**config.mk**
```make
export PLATFORM = sky130hd
export DESIGN_NAME = xor_framed_packet_deframer
export DESIGN_NICKNAME = d
export VERILOG_FILES = /design/src/hdl/dfr_pkg.sv /design/src/hdl/xor_framed_packet_deframer.sv /design/src/hdl/dfr_ram.sv /design/src/hdl/dfr_queue.sv /design/src/hdl/dfr_scan.sv
export SDC_FILE = /design/constraint.sdc
export NUM_CORES = 1
export LEC_CHECK = 0
export ABC_AREA = 1
export BUFFER_PORTS_ARGS = -buffer_cell sky130_fd_sc_hd__buf_2
export CORE_ASPECT_RATIO = 0.6
export CORE_UTILIZATION = 40
export CTS_BUF_LIST = sky130_fd_sc_hd__clkbuf_2
export DETAILED_ROUTE_END_ITERATION = 10
export GPL_TIMING_DRIVEN = 0
export HOLD_SLACK_MARGIN = 0.06
export PLACE_DENSITY = 0.64
export REMOVE_ABC_BUFFERS = 1
export SYNTH_ARGS = -nofsm -noshare
export SYNTH_HDL_FRONTEND = slang
export SYNTH_SLANG_ARGS = --single-unit
export TNS_END_PERCENT = 10
```
**constraint.sdc**
```tcl
create_clock -name clock -period 8.1 [get_ports clock]
set_input_delay 0.81 -clock clock [delete_from_list [all_inputs] [get_ports clock]]
set_output_delay 0.81 -clock clock [all_outputs]
set_load 0.01 [all_outputs]
```
**src/hdl/dfr_pkg.sv**
```systemverilog
// dfr_pkg: shared constants, types and helper functions for the framed packet deframer
// used by the top level, dfr_scan and dfr_queue; depends on nothing

package dfr_pkg;

   localparam int WINDOW_DEPTH = 32;
   localparam int WIN_AW       = $clog2(WINDOW_DEPTH);
   localparam int FILL_W       = $clog2(WINDOW_DEPTH + 1);
   localparam int TOT_W        = 9;

   localparam int DATA_W = 8;
   localparam int LEN_W  = 5;
   localparam int KIND_W = 3;

   localparam int QUEUE_DEPTH = 4;
   localparam int QUEUE_AW    = $clog2(QUEUE_DEPTH);
   localparam int QUEUE_CW    = $clog2(QUEUE_DEPTH + 1);

   localparam int CSR_IW = 2;
   localparam logic [CSR_IW-1:0] CSR_HEADER_FIRST  = CSR_IW'(0);
   localparam logic [CSR_IW-1:0] CSR_HEADER_SECOND = CSR_IW'(1);

   localparam logic [DATA_W-1:0] HEADER_FIRST_RESET  = 8'hAA;
   localparam logic [DATA_W-1:0] HEADER_SECOND_RESET = 8'h55;

   localparam logic [DATA_W-1:0] CMD_ACCEL     = 8'h10;
   localparam logic [DATA_W-1:0] CMD_WAYPOINTS = 8'h30;
   localparam logic [DATA_W-1:0] CMD_START     = 8'h31;
   localparam logic [DATA_W-1:0] CMD_STOP      = 8'h32;

   localparam logic [DATA_W-1:0] LEN_ACCEL     = 8'd8;
   localparam logic [DATA_W-1:0] LEN_WAYPOINTS = 8'd24;
   localparam logic [DATA_W-1:0] LEN_NONE      = 8'd0;

   localparam logic [KIND_W-1:0] KIND_UNKNOWN   = 3'd0;
   localparam logic [KIND_W-1:0] KIND_ACCEL     = 3'd1;
   localparam logic [KIND_W-1:0] KIND_WAYPOINTS = 3'd2;
   localparam logic [KIND_W-1:0] KIND_START     = 3'd3;
   localparam logic [KIND_W-1:0] KIND_STOP      = 3'd4;

   // framing overhead: two sync bytes, command, length, checksum
   localparam int FRAME_OVERHEAD = 5;
   localparam int MIN_SCAN_FILL  = 4;
   localparam int PAYLOAD_OFFSET = 4;

   typedef struct packed {
      logic [DATA_W-1:0] first;
      logic [DATA_W-1:0] second;
   } hdr_type;

   typedef struct packed {
      logic [DATA_W-1:0] frame_command;
      logic [LEN_W-1:0]  frame_length;
      logic [KIND_W-1:0] frame_kind;
      logic              has_payload;
      logic [LEN_W-1:0]  byte_index;
      logic [DATA_W-1:0] payload_byte;
      logic              last_of_frame;
   } rsp_type;

   // circular window address: base plus step, step at most the window depth
   function automatic logic [WIN_AW-1:0] wrap_add(input logic [WIN_AW-1:0] base,
                                                  input logic [FILL_W-1:0] step);
      logic [FILL_W:0] sum;
      sum = (FILL_W + 1)'(base) + (FILL_W + 1)'(step);
      if (sum >= (FILL_W + 1)'(WINDOW_DEPTH)) begin
         sum = sum - (FILL_W + 1)'(WINDOW_DEPTH);
      end
      return sum[WIN_AW-1:0];
   endfunction

   function automatic logic [KIND_W-1:0] kind_of(input logic [DATA_W-1:0] cmd,
                                                 input logic [DATA_W-1:0] len);
      logic [KIND_W-1:0] kind;
      kind = KIND_UNKNOWN;
      if (cmd == CMD_ACCEL && len == LEN_ACCEL) begin
         kind = KIND_ACCEL;
      end else if (cmd == CMD_WAYPOINTS && len == LEN_WAYPOINTS) begin
         kind = KIND_WAYPOINTS;
      end else if (cmd == CMD_START && len == LEN_NONE) begin
         kind = KIND_START;
      end else if (cmd == CMD_STOP && len == LEN_NONE) begin
         kind = KIND_STOP;
      end
      return kind;
   endfunction

endpackage

```
**src/hdl/xor_framed_packet_deframer.sv**
```systemverilog
// xor_framed_packet_deframer: top level; sync byte registers, frame scanner and result queue
// depends on dfr_pkg, dfr_scan, dfr_queue (and dfr_ram through dfr_scan)
//
//   channel   ports                       handshake
//   req_      req_data_byte               push / full
//   rsp_      rsp_frame_* and friends     empty / pop
//   csr_      csr_index, csr_data         csr_valid / csr_ready (always ready)
//
// one byte is taken at a time; full stays high while the window is rescanned
// per byte: the rescan ends when fewer than 4 bytes are held or a frame is still incomplete;
// each sync miss, oversize length or checksum miss drops one byte from the window; a good
// frame yields one result per payload byte, or one marker if zero-length, and is dropped;
// the rescan is longest when every offset of a full window looks like a frame
// the scanner waits while the 4 entry result queue is full; reset empties window and queue

module xor_framed_packet_deframer (
   input  logic                        clock,
   input  logic                        reset,
   input  logic                        req_push,
   output logic                        req_full,
   input  logic [dfr_pkg::DATA_W-1:0]  req_data_byte,
   output logic                        rsp_empty,
   input  logic                        rsp_pop,
   output logic [dfr_pkg::DATA_W-1:0]  rsp_frame_command,
   output logic [dfr_pkg::LEN_W-1:0]   rsp_frame_length,
   output logic [dfr_pkg::KIND_W-1:0]  rsp_frame_kind,
   output logic                        rsp_has_payload,
   output logic [dfr_pkg::LEN_W-1:0]   rsp_byte_index,
   output logic [dfr_pkg::DATA_W-1:0]  rsp_payload_byte,
   output logic                        rsp_last_of_frame,
   input  logic                        csr_valid,
   output logic                        csr_ready,
   input  logic [dfr_pkg::CSR_IW-1:0]  csr_index,
   input  logic [dfr_pkg::DATA_W-1:0]  csr_data
);

   dfr_pkg::hdr_type  hdr_ff, hdr_in;
   dfr_pkg::rsp_type  scan_rsp;
   dfr_pkg::rsp_type  head_rsp;
   logic              scan_busy;
   logic              scan_push;
   logic              queue_full;

   assign csr_ready = 1'b1;
   assign req_full  = scan_busy;

   always_comb begin
      hdr_in = hdr_ff;
      if (csr_valid && csr_ready) begin
         case (csr_index)
            dfr_pkg::CSR_HEADER_FIRST:  hdr_in.first  = csr_data;
            dfr_pkg::CSR_HEADER_SECOND: hdr_in.second = csr_data;
            default: begin
               hdr_in = hdr_ff;
            end
         endcase
      end
   end

   always_ff @(posedge clock) begin
      if (reset) begin
         hdr_ff.first  <= dfr_pkg::HEADER_FIRST_RESET;
         hdr_ff.second <= dfr_pkg::HEADER_SECOND_RESET;
      end else begin
         hdr_ff <= hdr_in;
      end
   end

   dfr_scan u_scan (
      .clock     (clock),
      .reset     (reset),
      .hdr       (hdr_ff),
      .byte_push (req_push),
      .byte_data (req_data_byte),
      .busy      (scan_busy),
      .rsp_push  (scan_push),
      .rsp_data  (scan_rsp),
      .rsp_full  (queue_full)
   );

   dfr_queue u_queue (
      .clock     (clock),
      .reset     (reset),
      .push      (scan_push),
      .push_data (scan_rsp),
      .full      (queue_full),
      .pop       (rsp_pop),
      .empty     (rsp_empty),
      .head_data (head_rsp)
   );

   assign rsp_frame_command = head_rsp.frame_command;
   assign rsp_frame_length  = head_rsp.frame_length;
   assign rsp_frame_kind    = head_rsp.frame_kind;
   assign rsp_has_payload   = head_rsp.has_payload;
   assign rsp_byte_index    = head_rsp.byte_index;
   assign rsp_payload_byte  = head_rsp.payload_byte;
   assign rsp_last_of_frame = head_rsp.last_of_frame;

endmodule

```
**src/hdl/dfr_ram.sv**
```systemverilog
// dfr_ram: generic single write port, single read port ram with registered read data
// no dependencies

module dfr_ram #(
   parameter int WIDTH = 8,
   parameter int DEPTH = 32
) (
   input  logic                     clock,
   input  logic                     wr_en,
   input  logic [$clog2(DEPTH)-1:0] wr_addr,
   input  logic [WIDTH-1:0]         wr_data,
   input  logic [$clog2(DEPTH)-1:0] rd_addr,
   output logic [WIDTH-1:0]         rd_data
);

   logic [WIDTH-1:0] mem_ff [DEPTH];

   always_ff @(posedge clock) begin
      if (wr_en) begin
         mem_ff[wr_addr] <= wr_data;
      end
      rd_data <= mem_ff[rd_addr];
   end

endmodule

```
**src/hdl/dfr_queue.sv**
```systemverilog
// dfr_queue: short result queue between the frame scanner and the result port
// depends on dfr_pkg

module dfr_queue (
   input  logic            clock,
   input  logic            reset,
   input  logic            push,
   input  dfr_pkg::rsp_type push_data,
   output logic            full,
   input  logic            pop,
   output logic            empty,
   output dfr_pkg::rsp_type head_data
);

   dfr_pkg::rsp_type                    slot_ff [dfr_pkg::QUEUE_DEPTH];
   logic [dfr_pkg::QUEUE_AW-1:0]        wr_ptr_ff, wr_ptr_in;
   logic [dfr_pkg::QUEUE_AW-1:0]        rd_ptr_ff, rd_ptr_in;
   logic [dfr_pkg::QUEUE_CW-1:0]        count_ff, count_in;
   logic                                do_push, do_pop;

   assign full      = (count_ff == dfr_pkg::QUEUE_CW'(dfr_pkg::QUEUE_DEPTH));
   assign empty     = (count_ff == '0);
   assign do_push   = push && !full;
   assign do_pop    = pop && !empty;
   assign head_data = slot_ff[rd_ptr_ff];

   always_comb begin
      wr_ptr_in = wr_ptr_ff;
      rd_ptr_in = rd_ptr_ff;
      count_in  = count_ff;
      if (do_push) begin
         wr_ptr_in = (wr_ptr_ff == dfr_pkg::QUEUE_AW'(dfr_pkg::QUEUE_DEPTH - 1)) ?
                     '0 : wr_ptr_ff + 1'b1;
      end
      if (do_pop) begin
         rd_ptr_in = (rd_ptr_ff == dfr_pkg::QUEUE_AW'(dfr_pkg::QUEUE_DEPTH - 1)) ?
                     '0 : rd_ptr_ff + 1'b1;
      end
      if (do_push && !do_pop) begin
         count_in = count_ff + 1'b1;
      end else if (do_pop && !do_push) begin
         count_in = count_ff - 1'b1;
      end
   end

   always_ff @(posedge clock) begin
      if (reset) begin
         wr_ptr_ff <= '0;
         rd_ptr_ff <= '0;
         count_ff  <= '0;
      end else begin
         wr_ptr_ff <= wr_ptr_in;
         rd_ptr_ff <= rd_ptr_in;
         count_ff  <= count_in;
      end
      if (do_push) begin
         slot_ff[wr_ptr_ff] <= push_data;
      end
   end

endmodule

```
**src/hdl/dfr_scan.sv**
```systemverilog
// dfr_scan: byte window and frame scanner; appends bytes, hunts for sync, checks
// length and checksum, and pushes payload or marker results; depends on dfr_pkg and dfr_ram

module dfr_scan (
   input  logic                        clock,
   input  logic                        reset,
   input  dfr_pkg::hdr_type            hdr,
   input  logic                        byte_push,
   input  logic [dfr_pkg::DATA_W-1:0]  byte_data,
   output logic                        busy,
   output logic                        rsp_push,
   output dfr_pkg::rsp_type            rsp_data,
   input  logic                        rsp_full
);

   typedef enum logic [3:0] {
      S_IDLE,
      S_CHECK,
      S_H0,
      S_H1,
      S_CMD,
      S_LEN,
      S_SUM,
      S_MARK,
      S_EMIT
   } state_type;

   state_type                          state_ff, state_in;
   logic [dfr_pkg::WIN_AW-1:0]         head_ff, head_in;
   logic [dfr_pkg::FILL_W-1:0]         fill_ff, fill_in;
   logic [dfr_pkg::DATA_W-1:0]         cmd_ff, cmd_in;
   logic [dfr_pkg::DATA_W-1:0]         len_ff, len_in;
   logic [dfr_pkg::DATA_W-1:0]         sum_ff, sum_in;
   logic [dfr_pkg::WIN_AW-1:0]         idx_ff, idx_in;

   logic                               wr_en;
   logic [dfr_pkg::WIN_AW-1:0]         wr_addr;
   logic [dfr_pkg::WIN_AW-1:0]         rd_off;
   logic [dfr_pkg::WIN_AW-1:0]         rd_addr;
   logic [dfr_pkg::DATA_W-1:0]         rd_data;
   logic [dfr_pkg::TOT_W-1:0]          len_total;
   logic [dfr_pkg::FILL_W-1:0]         frame_total;
   logic [dfr_pkg::KIND_W-1:0]         kind;
   logic                               idx_at_len;
   logic                               idx_last;

   assign busy        = (state_ff != S_IDLE);
   assign wr_addr     = dfr_pkg::wrap_add(head_ff, fill_ff);
   assign rd_addr     = dfr_pkg::wrap_add(head_ff, dfr_pkg::FILL_W'(rd_off));
   assign len_total   = dfr_pkg::TOT_W'(rd_data) + dfr_pkg::TOT_W'(dfr_pkg::FRAME_OVERHEAD);
   assign frame_total = dfr_pkg::FILL_W'(len_ff) + dfr_pkg::FILL_W'(dfr_pkg::FRAME_OVERHEAD);
   assign kind        = dfr_pkg::kind_of(cmd_ff, len_ff);
   assign idx_at_len  = (dfr_pkg::DATA_W'(idx_ff) == len_ff);
   assign idx_last    = (dfr_pkg::DATA_W'(idx_ff) + 1'b1 == len_ff);

   dfr_ram #(
      .WIDTH (dfr_pkg::DATA_W),
      .DEPTH (dfr_pkg::WINDOW_DEPTH)
   ) u_window (
      .clock   (clock),
      .wr_en   (wr_en),
      .wr_addr (wr_addr),
      .wr_data (byte_data),
      .rd_addr (rd_addr),
      .rd_data (rd_data)
   );

   always_comb begin
      state_in = state_ff;
      head_in  = head_ff;
      fill_in  = fill_ff;
      cmd_in   = cmd_ff;
      len_in   = len_ff;
      sum_in   = sum_ff;
      idx_in   = idx_ff;
      wr_en    = 1'b0;
      rd_off   = '0;
      rsp_push = 1'b0;
      rsp_data = '0;

      case (state_ff)
         S_IDLE: begin
            if (byte_push) begin
               wr_en    = 1'b1;
               state_in = S_CHECK;
               if (fill_ff == dfr_pkg::FILL_W'(dfr_pkg::WINDOW_DEPTH)) begin
                  head_in = dfr_pkg::wrap_add(head_ff, dfr_pkg::FILL_W'(1));
               end else begin
                  fill_in = fill_ff + 1'b1;
               end
            end
         end
         S_CHECK: begin
            rd_off = '0;
            if (fill_ff < dfr_pkg::FILL_W'(dfr_pkg::MIN_SCAN_FILL)) begin
               state_in = S_IDLE;
            end else begin
               state_in = S_H0;
            end
         end
         S_H0: begin
            rd_off = dfr_pkg::WIN_AW'(1);
            if (rd_data != hdr.first) begin
               head_in  = dfr_pkg::wrap_add(head_ff, dfr_pkg::FILL_W'(1));
               fill_in  = fill_ff - 1'b1;
               state_in = S_CHECK;
            end else begin
               state_in = S_H1;
            end
         end
         S_H1: begin
            rd_off = dfr_pkg::WIN_AW'(2);
            if (rd_data != hdr.second) begin
               head_in  = dfr_pkg::wrap_add(head_ff, dfr_pkg::FILL_W'(1));
               fill_in  = fill_ff - 1'b1;
               state_in = S_CHECK;
            end else begin
               state_in = S_CMD;
            end
         end
         S_CMD: begin
            rd_off   = dfr_pkg::WIN_AW'(3);
            cmd_in   = rd_data;
            state_in = S_LEN;
         end
         S_LEN: begin
            rd_off = dfr_pkg::WIN_AW'(dfr_pkg::PAYLOAD_OFFSET);
            len_in = rd_data;
            sum_in = cmd_ff ^ rd_data;
            idx_in = '0;
            if (len_total > dfr_pkg::TOT_W'(dfr_pkg::WINDOW_DEPTH)) begin
               head_in  = dfr_pkg::wrap_add(head_ff, dfr_pkg::FILL_W'(1));
               fill_in  = fill_ff - 1'b1;
               state_in = S_CHECK;
            end else if (dfr_pkg::TOT_W'(fill_ff) < len_total) begin
               state_in = S_IDLE;
            end else begin
               state_in = S_SUM;
            end
         end
         S_SUM: begin
            if (idx_at_len) begin
               // rd_data holds the trailing checksum byte
               if (rd_data != sum_ff) begin
                  head_in  = dfr_pkg::wrap_add(head_ff, dfr_pkg::FILL_W'(1));
                  fill_in  = fill_ff - 1'b1;
                  state_in = S_CHECK;
               end else if (len_ff == dfr_pkg::LEN_NONE) begin
                  state_in = S_MARK;
               end else begin
                  rd_off   = dfr_pkg::WIN_AW'(dfr_pkg::PAYLOAD_OFFSET);
                  idx_in   = '0;
                  state_in = S_EMIT;
               end
            end else begin
               sum_in = sum_ff ^ rd_data;
               idx_in = idx_ff + 1'b1;
               rd_off = idx_ff + dfr_pkg::WIN_AW'(dfr_pkg::PAYLOAD_OFFSET + 1);
            end
         end
         S_MARK: begin
            if (!rsp_full) begin
               rsp_push               = 1'b1;
               rsp_data.frame_command = cmd_ff;
               rsp_data.frame_kind    = kind;
               rsp_data.last_of_frame = 1'b1;
               head_in  = dfr_pkg::wrap_add(head_ff, frame_total);
               fill_in  = fill_ff - frame_total;
               state_in = S_CHECK;
            end
         end
         S_EMIT: begin
            rd_off = idx_ff + dfr_pkg::WIN_AW'(dfr_pkg::PAYLOAD_OFFSET);
            if (!rsp_full) begin
               rsp_push               = 1'b1;
               rsp_data.frame_command = cmd_ff;
               rsp_data.frame_length  = len_ff[dfr_pkg::LEN_W-1:0];
               rsp_data.frame_kind    = kind;
               rsp_data.has_payload   = 1'b1;
               rsp_data.byte_index    = dfr_pkg::LEN_W'(idx_ff);
               rsp_data.payload_byte  = rd_data;
               rsp_data.last_of_frame = idx_last;
               if (idx_last) begin
                  head_in  = dfr_pkg::wrap_add(head_ff, frame_total);
                  fill_in  = fill_ff - frame_total;
                  state_in = S_CHECK;
               end else begin
                  idx_in = idx_ff + 1'b1;
                  rd_off = idx_ff + dfr_pkg::WIN_AW'(dfr_pkg::PAYLOAD_OFFSET + 1);
               end
            end
         end
         default: begin
            state_in = S_IDLE;
         end
      endcase
   end

   always_ff @(posedge clock) begin
      if (reset) begin
         state_ff <= S_IDLE;
         head_ff  <= '0;
         fill_ff  <= '0;
      end else begin
         state_ff <= state_in;
         head_ff  <= head_in;
         fill_ff  <= fill_in;
      end
      cmd_ff <= cmd_in;
      len_ff <= len_in;
      sum_ff <= sum_in;
      idx_ff <= idx_in;
   end

endmodule
```
### Word level (Yosys, flattened, before mapping)

Memories as Yosys holds them, arrays and structs flattened. A register that Yosys moved wholly into a read port is not among the register bits.
Index checks and enable logic that the tools add are counted.

* bits in registers: 67
* bits in latches: 0
* memory bits (writable): 380
* bits in read-only memories: 0
* input port bits: 23
* output and inout port bits: 34
* word-level logic and storage cells: 191
* memories: 2

* add/sub/neg operators: 21
* multiply operators: 0
* div/mod/pow operators: 0
* magnitude comparators: 7
* eq/ne operators: 39
* shift-type cells: 0
* mux-type cells: 79
* bitwise gates (word level): 2
* reductions and logical operators: 29

Memories
* u_scan.u_window.mem_ff: depth 32, bits a word 8, rd ports 1, clocked after memory_dff 1, write ports 1, line dfr_ram.sv:16 `logic [WIDTH-1:0] mem_ff [DEPTH];`
* u_queue.slot_ff: depth 4, bits a word 31, rd ports 1, clocked after memory_dff 1, write ports 1, line dfr_queue.sv:15 `dfr_pkg::rsp_type slot_ff [dfr_pkg::QUEUE_DEPTH];`

Operator list (count)
* $mux W5: 24
* $mux W6: 10
* $pmux W6 S7: 1
* $pmux W4 S9: 1
* $pmux W5 S7: 1
* $mux W4: 8
* $pmux W8 S2: 2
* $mux W31: 1
* $mux W3: 10
* $pmux W5 S6: 1
* $eq A8 B6 Y1 const B: 3
* $ne A8 B8 Y1: 3
* $reduce_and A11 Y1: 2
* $sub A5 B1 Y5 const B: 4
* $eq A4 B3 Y1 const B: 4
* $eq A8 B5 Y1 const B: 2
* $mux W8: 2
* $xor A8 B8 Y8: 2
* $pmux W5 S3: 1
* $add A5 B6 Y7: 2
* $ge A7 B6 Y1 const B: 2
* $mux W14: 1
* $ne A2 B1 Y1 const B: 7
* $add A5 B1 Y6 const B: 2
* 44 further kinds: 81

### Longest topological paths before layout

Gate-level depths: netlist of the first run.

* depth after elaboration: 8
* depth in mapped cells: 26
* depth with buffers taken out: 24

### By module

Synthesis of the first run repeated with hierarchy kept, for this count alone.

* cell total of the unflattened synthesis: 2015
* area, all modules: 20911.3 µm²

By module, submodules not included
* dfr_ram: instances 1, cells an instance 922, area an instance 10786.6 µm², sequential area each 7847.5 µm²
* dfr_queue: instances 1, cells an instance 371, area an instance 5147.4 µm², sequential area each 3903.7 µm²
* dfr_scan: instances 1, cells an instance 630, area an instance 4305.4 µm², sequential area each 1171.1 µm²
* xor_framed_packet_deframer: instances 1, cells an instance 92, area an instance 671.9 µm², sequential area each 320.3 µm²

### Worst setup path after synthesis of the first run

OpenSTA, ideal clock, no wires.

* path kind: register to register
* start point: register u_scan.idx_ff[0] in the netlist's numbering
* end point: register u_scan.u_window.rd_data[5], read port of u_scan.u_window.mem_ff
* library setup time: 115 ps
* data arrival time: 3499 ps
* required time: 7985 ps
* slack: 4487 ps
* stages on the path, launching flop included: 25
* path buffers: 2
* clock period less this slack: 3613 ps
* cell sequence: edfxtp_1 ha_1 inv_1 nand2_1 nand3_1 nor2_1 nand3_1 nor2_2 nand2_1 nand2_1 nand3_1 o2111ai_1 ha_1 inv_1 fa_1 buf_2 buf_1 nor2_1 o21ai_0 o21ai_0 mux2_2 inv_1 o21ai_0 nand3_1 nand2_1

* word-level cells in the longest chain between the ends: 8
* elaborated cells on any way between the ends: 13
* those cells by class: add/sub: 5; order compare: 1; eq/ne: 2; mux: 5

Ends and longest elaborated chain
* from (decl): line dfr_scan.sv:34 `logic [dfr_pkg::WIN_AW-1:0] idx_ff, idx_in;`
* from (signal assigned): line dfr_scan.sv:212 `idx_ff <= idx_in;`
* $add A5 B1 Y6: line dfr_scan.sv:54 `assign idx_last = (dfr_pkg::DATA_W'(idx_ff) + 1'b1 == len_ff);`
* $eq A8 B8 Y1: line dfr_scan.sv:54
* $mux W5: line dfr_scan.sv:183 `if (idx_last) begin`
* $mux W5: line dfr_scan.sv:174 `if (!rsp_full) begin`
* $pmux W5 S6 *: line dfr_scan.sv:81 `case (state_ff)`
* $add A5 B5 Y6 *: line dfr_pkg.sv:65 `sum = (FILL_W + 1)'(base) + (FILL_W + 1)'(step);`
* $sub A5 B1 Y5 or $ge A6 B6 Y1 (tied branches): line dfr_pkg.sv:67, dfr_pkg.sv:66
* $mux W5 *: line dfr_pkg.sv:66 `if (sum >= (FILL_W + 1)'(WINDOW_DEPTH)) begin`
* to (decl): line dfr_ram.sv:13 `output logic [WIDTH-1:0] rd_data`

Every way passes the cells marked *; elsewhere a longest branch is shown, timed or not.
A chain may end at the register's enable or synchronous reset.

### Worst setup path after layout of the first run

* start point: register u_scan.idx_ff[0] in the netlist's numbering
* end point: register u_scan.u_window.rd_data[3], read port of u_scan.u_window.mem_ff

The elaborated chain is that of the path after synthesis.

==> results by stage, run 1 <==
Clocking:
- The maximum clock insertion buffer count is 3.
- At the later pin of the worst-skew pair, clock insertion delay measures 1030 ps.
- The root buffer cell chosen for the clock tree is sky130_fd_sc_hd__clkbuf_2.
- The number of gates resized after CTS is 0.
- The clock tree from TritonCTS is done.
- Buffers inserted to repair hold after CTS numbered 8.
- Buffers added to address setup during post-CTS repair amount to 0.
- The clock net sink count is 457.
- After clock tree synthesis, the clock-pin slew on the worst setup and hold paths is 110 ps.
- In this run the number of H-tree levels came out at 3.
- Buffers inserted during clock tree synthesis total 107.

Timing:
- Headroom to the max-slew limit came out at 0.153.
- After layout, the worst setup slack is 2890 ps.
- Setup violations remaining at the end of the flow were counted as 0.
- The final total negative setup slack is 0 ps.
- For this run, the top clock speed supported by timing is 0.192 GHz.
- The final max-slew violation count was 0.
- Setup repair after global routing left no endpoint under its margin.
- The final critical path time including I/O delays and setup is 5210 ps.
- In the finished design, the share of the clock period the worst path needs comes to 0.643.
- The number of hold violations in the final report was 0.
- For the final database, setup skew stands at 80.8 ps.
- The worst hold slack after final layout is 240 ps.
- At the pin with the least slew margin, the transition time is 1270 ps.

Floorplanning:
- In this run the core area contains 63 standard-cell rows.
- The number of top-level pins is 57.
- The area of the die is 51800 sq um.
- The initial cell density of the core is 0.409.
- The area of the core is 49800 sq um.
- The height of the die is 177 um.
- The horizontal die dimension is 293 um.

Final layout:
- In the final layout, flip-flops and latches occupy 13200 sq um.
- The multi-input logic area is 6280 sq um.
- After filler insertion, the fill cell instance count of the layout stands at 4683.
- Of the cells placed in the final design, the portion with a size suffix greater than 1 is 0.130.
- The number of nets in the finished design is 2069.
- Leaving out filler cells and counting taps, the final layout contains 2772.
- The layout-stage area growth over the synthesis result is 10.3%.

Drt:
- After detailed routing, the number of vias per cell comes to 5.19.
- The pre-antenna-repair detailed-routing pass consisted of 5 iterations.
- The detailed-route via count is 14385.
- Dividing the detail-routed wire length by the instance count gives 17.1 um.
- Once detail routing completed, the nets flagged for antenna violations numbered 0.
- The routed design has 47400 um of wire.
- The DRC marker count from the first detailed-route iteration is 1428.
- After detailed routing, the number of remaining DRC violations is 0.

Synthesis:
- In this run, synthesis inferred 409 flip-flops with an integrated enable.
- Counting distinct cell types in the post-synthesis netlist gives 42.
- The Yosys warning count is 0.
- The post-synthesis cell count is 1909.
- The fraction of post-synthesis cell area in the top cell type by area is 0.603.
- After synthesis the netlist holds a flip-flop and latch count of 457.
- The share of the yosys chip area belonging to registers is 0.651.
- The post-synthesis cell area is 20400 sq um.
- The biggest area consumer among synthesized cells is sky130_fd_sc_hd__edfxtp_1.
- The post-synthesis average cell area is 10.7 sq um.
- The share of synthesized flip-flops with an asynchronous set or reset is 0.
- The main flop type after synthesis is sky130_fd_sc_hd__edfxtp_1.
- Ranked by total cell area, the synthesized netlist is headed by sky130_fd_sc_hd__edfxtp_1, sky130_fd_sc_hd__nor2_1, sky130_fd_sc_hd__o21ai_0.

Run status:
- The flow ran to the end, and the final reports show no timing, DRC or antenna violations.

Global routing:
- Entering global routing, the biggest net connects 80 pins.
- The number of global-route vias before repair came to 13848.
- The overflow left after global routing is 0.
- In the global route stage, overall resource usage came out at 0.183.
- The first global-routing pass estimated 74500 um of wire.
- The initial antenna violation count was 2.

Worst setup path:
- Traced cell by cell, the critical path runs through ha_1 > inv_1 > nand2_1 > nand3_1 > nor2_1 > nand3_1 > nor2_2 > nand2_1 > nand2_1 > nand3_1 > o2111ai_1 > ha_4 > inv_1 > fa_4 > buf_16 > o21ai_0 > o21ai_0 > mux2_2 > inv_1 > o21ai_0 > nand3_1 > nand2_1.
- Counting cells, the worst reg-to-reg path comes to 22.
- The endpoint identified for the worst register-to-register timing path is u_scan.u_window.rd_data[3].
- Of all nets on the critical path, the largest fanout is 76.
- The critical path in this run is classified as reg -> reg.
- The internal reg-to-reg setup slack is 2890 ps.
- The reg-to-reg startpoint is u_scan.idx_ff[0].
- The cell with the largest stage delay on the worst path is sky130_fd_sc_hd__fa_4.
- The signal arrival time at the worst endpoint is 6150 ps.
- The category of the worst setup path launch point is a register.
- The largest stage delay on the critical path is 1210 ps.
- The worst setup path is captured at a register.
- The data required time at the worst endpoint is 9040 ps.

Hold path:
- Counting instances, the worst hold path has a depth of 4.
- The worst hold path begins at csr_index[1].
- For hold timing, the worst endpoint is hdr_ff[13].
- The path category of the worst min-delay check is in -> reg.

Power and ir drop:
- The total power of the final layout is 0.00519 W.
- Dividing total power by cell area gives a power density of 231 nW/um^2.
- IR analysis of the VDD net gives a maximum drop of 0.105 mV.
- The static power due to leakage is 8.72 nW.

Placed design:
- The post-placement worst setup slack is 2540 ps.
- The total of buffers placed on input and output ports is 55.
- The sum of net half-perimeters after detailed placement is 30400 um.
- Counting tap cells, the placed design contains a total of 2572 instances.
- The final RePlAce weighted congestion is 0.918.

Flow run:
- The reported max-cap violation count is 0.
[per-layer routing]
metal,share of wire,track usage
met1,0.49,0.274
met2,0.42,0.266
met3,0.080,0.0384
met4,0.016,0.0525
met5,0,0
[cells in the final DEF (no fill, tap or decap), types with 2 or more instances in the layout]
cell,Yosys,final
sky130_fd_sc_hd__o21ai_0,266,266
sky130_fd_sc_hd__ha_1,34,33
sky130_fd_sc_hd__nor2_4,4,8
sky130_fd_sc_hd__a31oi_1,2,2
sky130_fd_sc_hd__nor3_1,11,11
sky130_fd_sc_hd__inv_1,139,138
sky130_fd_sc_hd__buf_12,0,6
sky130_fd_sc_hd__diode_2,0,4
sky130_fd_sc_hd__buf_16,0,3
sky130_fd_sc_hd__o211ai_1,3,3
sky130_fd_sc_hd__nor2_2,2,3
sky130_fd_sc_hd__nand4_1,9,9
sky130_fd_sc_hd__buf_2,17,55
sky130_fd_sc_hd__xor2_1,27,26
sky130_fd_sc_hd__o21ai_1,21,21
sky130_fd_sc_hd__inv_2,4,5
sky130_fd_sc_hd__o22ai_1,50,50
sky130_fd_sc_hd__mux2_2,16,16
sky130_fd_sc_hd__nor4_1,2,2
sky130_fd_sc_hd__nand2_1,235,235
sky130_fd_sc_hd__clkbuf_2,1,153
sky130_fd_sc_hd__mux2i_1,16,16
sky130_fd_sc_hd__clkinv_2,0,6
sky130_fd_sc_hd__fa_1,5,4
sky130_fd_sc_hd__clkinv_1,4,28
sky130_fd_sc_hd__xnor2_1,15,14
sky130_fd_sc_hd__a21oi_1,43,43
sky130_fd_sc_hd__edfxtp_1,409,409
sky130_fd_sc_hd__a211oi_1,3,3
sky130_fd_sc_hd__dfxtp_1,48,47
sky130_fd_sc_hd__dlygate4sd3_1,0,8
sky130_fd_sc_hd__nand3_1,85,85
sky130_fd_sc_hd__nor2_1,359,354
sky130_fd_sc_hd__o2111ai_1,2,2
sky130_fd_sc_hd__nand2_2,3,3
[where the power goes]
part	internal, W	switching (W)
combinational	0.000357	0.000653
sequential	0.00262	0.000110
clock	0.000542	0.000903
[state kept, by name, indices dropped and copies added (netlist names), 5 cells and up, named ones only]
| signal | flops |
|---|---|
| hdr_ff | 16 |
| u_queue.slot_ff | 124 |
| u_scan.cmd_ff | 8 |
| u_scan.fill_ff | 6 |
| u_scan.head_ff | 5 |
| u_scan.idx_ff | 5 |
| u_scan.len_ff | 8 |
| u_scan.sum_ff | 8 |
| u_scan.u_window.mem_ff | 256 |
| u_scan.u_window.rd_data | 8 |
[final cells by class]
| class | count | share of cell area |
|---|---|---|
| Sequential cell | 457 | 0.590 |
| Multi-Input combinational cell | 1221 | 0.280 |
| Tap cell | 682 | 0.0380 |
| Clock buffer | 153 | 0.0341 |
| Timing Repair Buffer | 73 | 0.0255 |
| Inverter | 147 | 0.0247 |
| Clock inverter | 35 | 0.00791 |
| Antenna cell | 4 | 0.000446 |
[critical path: cells and delay by family (launching register included)]
family,cells,cell delay [ps]
buf+inv,4,500
fa+ha+maj,3,1810
compound gates,4,970
simple gates,10,1070
mux,1,170
flops,1,550
[per-stage QoR]
stage	instance area, sq um	util
6_report	22500	0.451
5_1_grt	22500	0.451
4_1_cts	22400	0.451
3_5_place_dp	21400	0.430
3_3_place_gp	21100	0.424
2_1_floorplan	20000	-
[synth_stat cells, types with 3 or more instances]
| library cell | count |
|---|---|
| sky130_fd_sc_hd__buf_2 | 17 |
| sky130_fd_sc_hd__nor2_1 | 359 |
| sky130_fd_sc_hd__mux2i_1 | 16 |
| sky130_fd_sc_hd__inv_1 | 139 |
| sky130_fd_sc_hd__buf_4 | 5 |
| sky130_fd_sc_hd__clkinv_1 | 4 |
| sky130_fd_sc_hd__o22ai_1 | 50 |
| sky130_fd_sc_hd__buf_1 | 3 |
| sky130_fd_sc_hd__ha_1 | 34 |
| sky130_fd_sc_hd__nor3_1 | 11 |
| sky130_fd_sc_hd__xor2_1 | 27 |
| sky130_fd_sc_hd__nand2_1 | 235 |
| sky130_fd_sc_hd__mux2_2 | 16 |
| sky130_fd_sc_hd__inv_2 | 4 |
| sky130_fd_sc_hd__nand4_1 | 9 |
| sky130_fd_sc_hd__o21ai_0 | 266 |
| sky130_fd_sc_hd__a21oi_1 | 43 |
| sky130_fd_sc_hd__o211ai_1 | 3 |
| sky130_fd_sc_hd__clkbuf_1 | 57 |
| sky130_fd_sc_hd__dfxtp_1 | 48 |
| sky130_fd_sc_hd__o21ai_1 | 21 |
| sky130_fd_sc_hd__nand3_1 | 85 |
| sky130_fd_sc_hd__fa_1 | 5 |
| sky130_fd_sc_hd__xnor2_1 | 15 |
| sky130_fd_sc_hd__nor2_4 | 4 |
| sky130_fd_sc_hd__edfxtp_1 | 409 |
| sky130_fd_sc_hd__a211oi_1 | 3 |
| sky130_fd_sc_hd__nand2_2 | 3 |
[kinds of logic (layout without fill, tap and decap cells)]
group,Yosys count,count (layout),share of synthesized area
multiplexers,32,32,0.0167
other,1,5,0.000184
buffers and inverters,231,408,0.0450
XOR/XNOR,42,42,0.0181
adder cells (fa/ha/maj),39,39,0.0258
AO/OA/AOI/OAI,394,394,0.102
AND/OR/NAND/NOR,713,713,0.141
flip-flops,457,457,0.651
[worst max path at each step]
stage	depth (start not counted)	from	end	slack [ps]
6_report	22	u_scan.idx_ff[0]	u_scan.u_window.rd_data[3]	2890
5_1_grt	24	u_scan.idx_ff[0]	u_scan.u_window.rd_data[6]	2360
4_1_cts	16	u_scan.state_ff[3]	u_scan.u_window.rd_data[3]	2540
3_5_place_dp	16	u_scan.state_ff[3]	u_scan.u_window.rd_data[3]	2540
3_3_place_gp	15	u_scan.state_ff[3]	u_scan.u_window.rd_data[6]	-3700
2_1_floorplan	21	u_scan.idx_ff[0]	u_scan.u_window.rd_data[5]	1210
Note: power is estimated with default switching activity, not from simulation.
==> run 2, diff against run 1 <==
--- a/config.mk
+++ b/config.mk
@@ -13,7 +13,7 @@
 export DETAILED_ROUTE_END_ITERATION = 10
 export GPL_TIMING_DRIVEN = 0
 export HOLD_SLACK_MARGIN = 0.06
-export PLACE_DENSITY = 0.64
+export PLACE_DENSITY = 0.66
 export REMOVE_ABC_BUFFERS = 1
 export SYNTH_ARGS = -nofsm -noshare
 export SYNTH_HDL_FRONTEND = slang
==> constraint.sdc (replaced) <==
create_clock -name clock -period 4.3 [get_ports clock]
set_input_delay 0.43 -clock clock [delete_from_list [all_inputs] [get_ports clock]]
set_output_delay 0.43 -clock clock [all_outputs]
set_load 0.01 [all_outputs]
==> run 2 against run 1 <==
Critical path depth rose by 2; via count rose by 2.9%; fmax rose by 26%; sequential share of layout area fell by 2.4 points; power rose by 94%; wire length rose by 5.9%; clock power rose by 100%; clock skew rose by 15 ps; global-route usage rose by 0.73 points; cell count rose by 2.2%; design area rose by 4.4%; combinational power rose by 100%; largest cell class unchanged.
==> results by stage, run 2 (synthesis gave the netlist of run 1 again) <==
Run status:
- The run finished with clean final reports.

Drt:
- The detailed-route via count is 14795 (+2.9%).
- The post-detailed-route count of antenna-violating nets is 0 (unchanged).
- The total wire length after detailed routing is 50200 um (+5.9%).
- The number of vias per cell came to 5.22 (+0.64%).
- The number of iterations in the first detailed-routing pass came to 7 (+2).
- The count of unresolved DRC violations after routing is 0 (unchanged).
- The wire length per cell came to 17.7 um (+3.6%).
- The DRC marker count from the first detailed-route iteration is 1505 (+5.4%).

Worst setup path:
- The category of the worst setup path launch point is a register.
- The maximum fanout encountered on the critical timing path is 13 (-83%).
- Traced cell by cell, the critical path runs through ha_4 > inv_1 > nand2_1 > nand3_1 > nor2_1 > nand3_1 > nor2_4 > nand2_2 > nand2_1 > nand3_1 > o2111ai_2 > ha_4 > inv_2 > fa_4 > buf_4 > buf_12 > nor2_1 > o21ai_0 > o21ai_0 > mux2_2 > inv_1 > o21ai_4 > nand3_1 > nand2_1.
- The logic depth of the worst register-to-register path came to 24 (+9.1%).
- The largest stage delay on the critical path was 850 ps (-360 ps).
- Among all stages on the critical path, the largest delay is contributed by sky130_fd_sc_hd__fa_4.
- The data required time at the worst endpoint is 5240 ps (-3800 ps).
- The worst setup path is captured at a register.
- The signal arrival time at the worst endpoint is 5060 ps (-1090 ps).
- The cell that appears most often on the critical path is sky130_fd_sc_hd__nand3_1.
- The buffers plus inverters on the worst setup path is 5 (+1).
- The cell family contributing the most delay on the critical path is adder cells.
- The cell count along the critical path is 24 (+9.1%).
- The path type of the worst setup path is reg -> reg.

Power and ir drop:
- The static power due to leakage was 9.15 nW (+5.0%).
- The power density over the cells is 430 nW/um^2 (+86%).
- The maximum ir drop on the vdd rail came to 0.194 mV (+85%).

Clocking:
- The maximum level of the CTS H-tree was 3 (unchanged).
- The number of clock buffers inserted by TritonCTS is 105 (-1.9%).
- The clock tree from TritonCTS is done.
- The tree is rooted in a sky130_fd_sc_hd__clkbuf_2.
- The maximum clock insertion buffer count is 3 (unchanged).
- The clock net sink count is 457 (unchanged).
- The clock-pin slew of the registers on the worst-case setup and hold paths is 110 ps (about the same).
- The source-to-sink clock delay at the later pin of the worst-skew pair came to 1070 ps (+40 ps).

Floorplanning:
- The number of top-level pins is 57 (unchanged).
- The area of the core was 49800 sq um (unchanged).
- The horizontal die dimension is 293 um (unchanged).
- The area of the die is 51800 sq um (unchanged).
- The height of the die was 177 um (unchanged).
- The count of standard-cell rows is 63 (unchanged).
- The initial cell density of the core was 0.409 (unchanged).

Global routing:
- The number of global-route vias before repair is 14238 (+2.8%).
- The first-pass GRT wire length is 77000 um (+3.4%).
- The overflow left after global routing came to 0 (unchanged).
- The largest net degree at the start of global routing is 71 (-11%).
- The initial antenna violation count is 1 (-1).
- The combined global-route utilization of all metal layers is 0.190 (+0.00732).

Timing:
- The number of hold violations in the final report came to 0 (unchanged).
- The maximum frequency from static timing analysis is 0.243 GHz (+26%).
- The setup skew after layout is 96.0 ps (+15.2 ps).
- The number of endpoints failing setup at the final stage was 0 (unchanged).
- Setup repair after global routing could not meet its margin everywhere.
- The tightest slew margin relative to the limit is 0.289 (+0.136).
- The final max-slew violation count was 0 (unchanged).
- The post-route clock period utilization is 0.958 (+0.315).
- The worst path setup slack after routing came to 181 ps (-2710 ps).
- The transition time of the tightest slew-check pin is 1060 ps (-208 ps).
- The worst hold slack after final layout was 269 ps (+28.2 ps).
- The final critical path time including I/O delays and setup is 4120 ps (-1090 ps).
- The final total negative setup slack is 0 ps (unchanged).

Final layout:
- The number of flip-flops under the largest register name came to 256 (unchanged).
- The layout cell share with drive strength beyond 1 is 0.160 (+0.0291).
- Counting flops per register, the top entry is u_scan.u_window.mem_ff.
- The largest registers in the layout are u_scan.u_window.mem_ff x256, u_queue.slot_ff x124, hdr_ff x16.
- The library cell used most frequently in the layout, excluding fill and tap cells, is sky130_fd_sc_hd__edfxtp_1.
- The number of nets in the finished design is 2127 (+2.8%).
- Compared with the post-synthesis result, the final layout area differs by 15.1%.
- In the layout the commonest cells are sky130_fd_sc_hd__edfxtp_1, sky130_fd_sc_hd__nor2_1, sky130_fd_sc_hd__o21ai_0.

Hold path:
- The number of stages on the worst hold path is 4 (unchanged).
- The path category of the worst min-delay check is in -> reg.

Placed design:
- The post-placement worst setup slack came to -1080 ps (-3610 ps).
- The total of buffers placed on input and output ports is 55 (unchanged).
- The final RePlAce weighted congestion is 0.929 (+1.2%).
- The sum of net half-perimeters after detailed placement was 30800 um (+1.1%).

Flow run:
- The reported max-cap violation count is 0 (unchanged).
-- run 2: worst paths after layout --
check | start | to | slack, ps
setup / recovery | u_scan.idx_ff[0] | u_scan.u_window.rd_data[7] | 180
hold / removal | csr_data[5] | hdr_ff[5] | 270
setup reg to reg | u_scan.idx_ff[0] | u_scan.u_window.rd_data[7] | 180
hold reg to reg | hdr_ff[7] | hdr_ff[7] | 480
-- run 2: worst min-delay path: cells and delay by family --
kind	cells	cell delay, ps
AOI/OAI and AO/OA	1	50
buffers and inverters	2	670
and+or+nand+nor	1	60
-- run 2: metrics by stage --
stage,instances,util,total power [W],instance area (sq um)
finish,2833,0.470,0.0101,23400
global route,2833,0.470,0.0106,23400
CTS,2812,0.462,0.0101,23000
detailed placement,2572,0.430,0.00713,21400
global placement,2562,0.424,0.00707,21100
floorplan,1825,-,0.00638,20000
-- run 2: what timing repair did --
action                                  4_1_cts  5_1_grt
pin swaps                                     3       13
gates resized for setup                      16       62
gates cloned                                  2        7
hold endpoints to repair                    294        0
endpoints found under the setup margin        8       38
setup buffers                                10       13
hold buffers                                 36        0
-- run 2: final cells by class --
cell class | count | area [sq um]
fill | 4580 | 26400
sequential | 457 | 13200
multi-input combinational | 1222 | 6470
timing repair buffer | 132 | 1290
tap | 682 | 853
clock buffer | 160 | 801
inverter | 147 | 556
clock inverter | 32 | 218
antenna | 1 | 2.50
-- run 2: layer usage --
layer / vias to the layer above / track usage / wire (um) / share of wire
met1: 7104 / 0.278 / 23600 / 0.47
met2: 582 / 0.280 / 21600 / 0.43
li1: 7030 / - / - / -
met4: 0 / 0.0575 / 893 / 0.018
met5: - / 0 / 0 / 0
met3: 79 / 0.0445 / 4050 / 0.081
-- run 2: where the power goes --
group	switching, W	internal (W)	leakage [nW]
Clock	0.00171	0.00118	0.769
Sequential	0.000205	0.00494	4.27
Combinational	0.00130	0.000751	4.12
Total	0.00321	0.00687	9.15
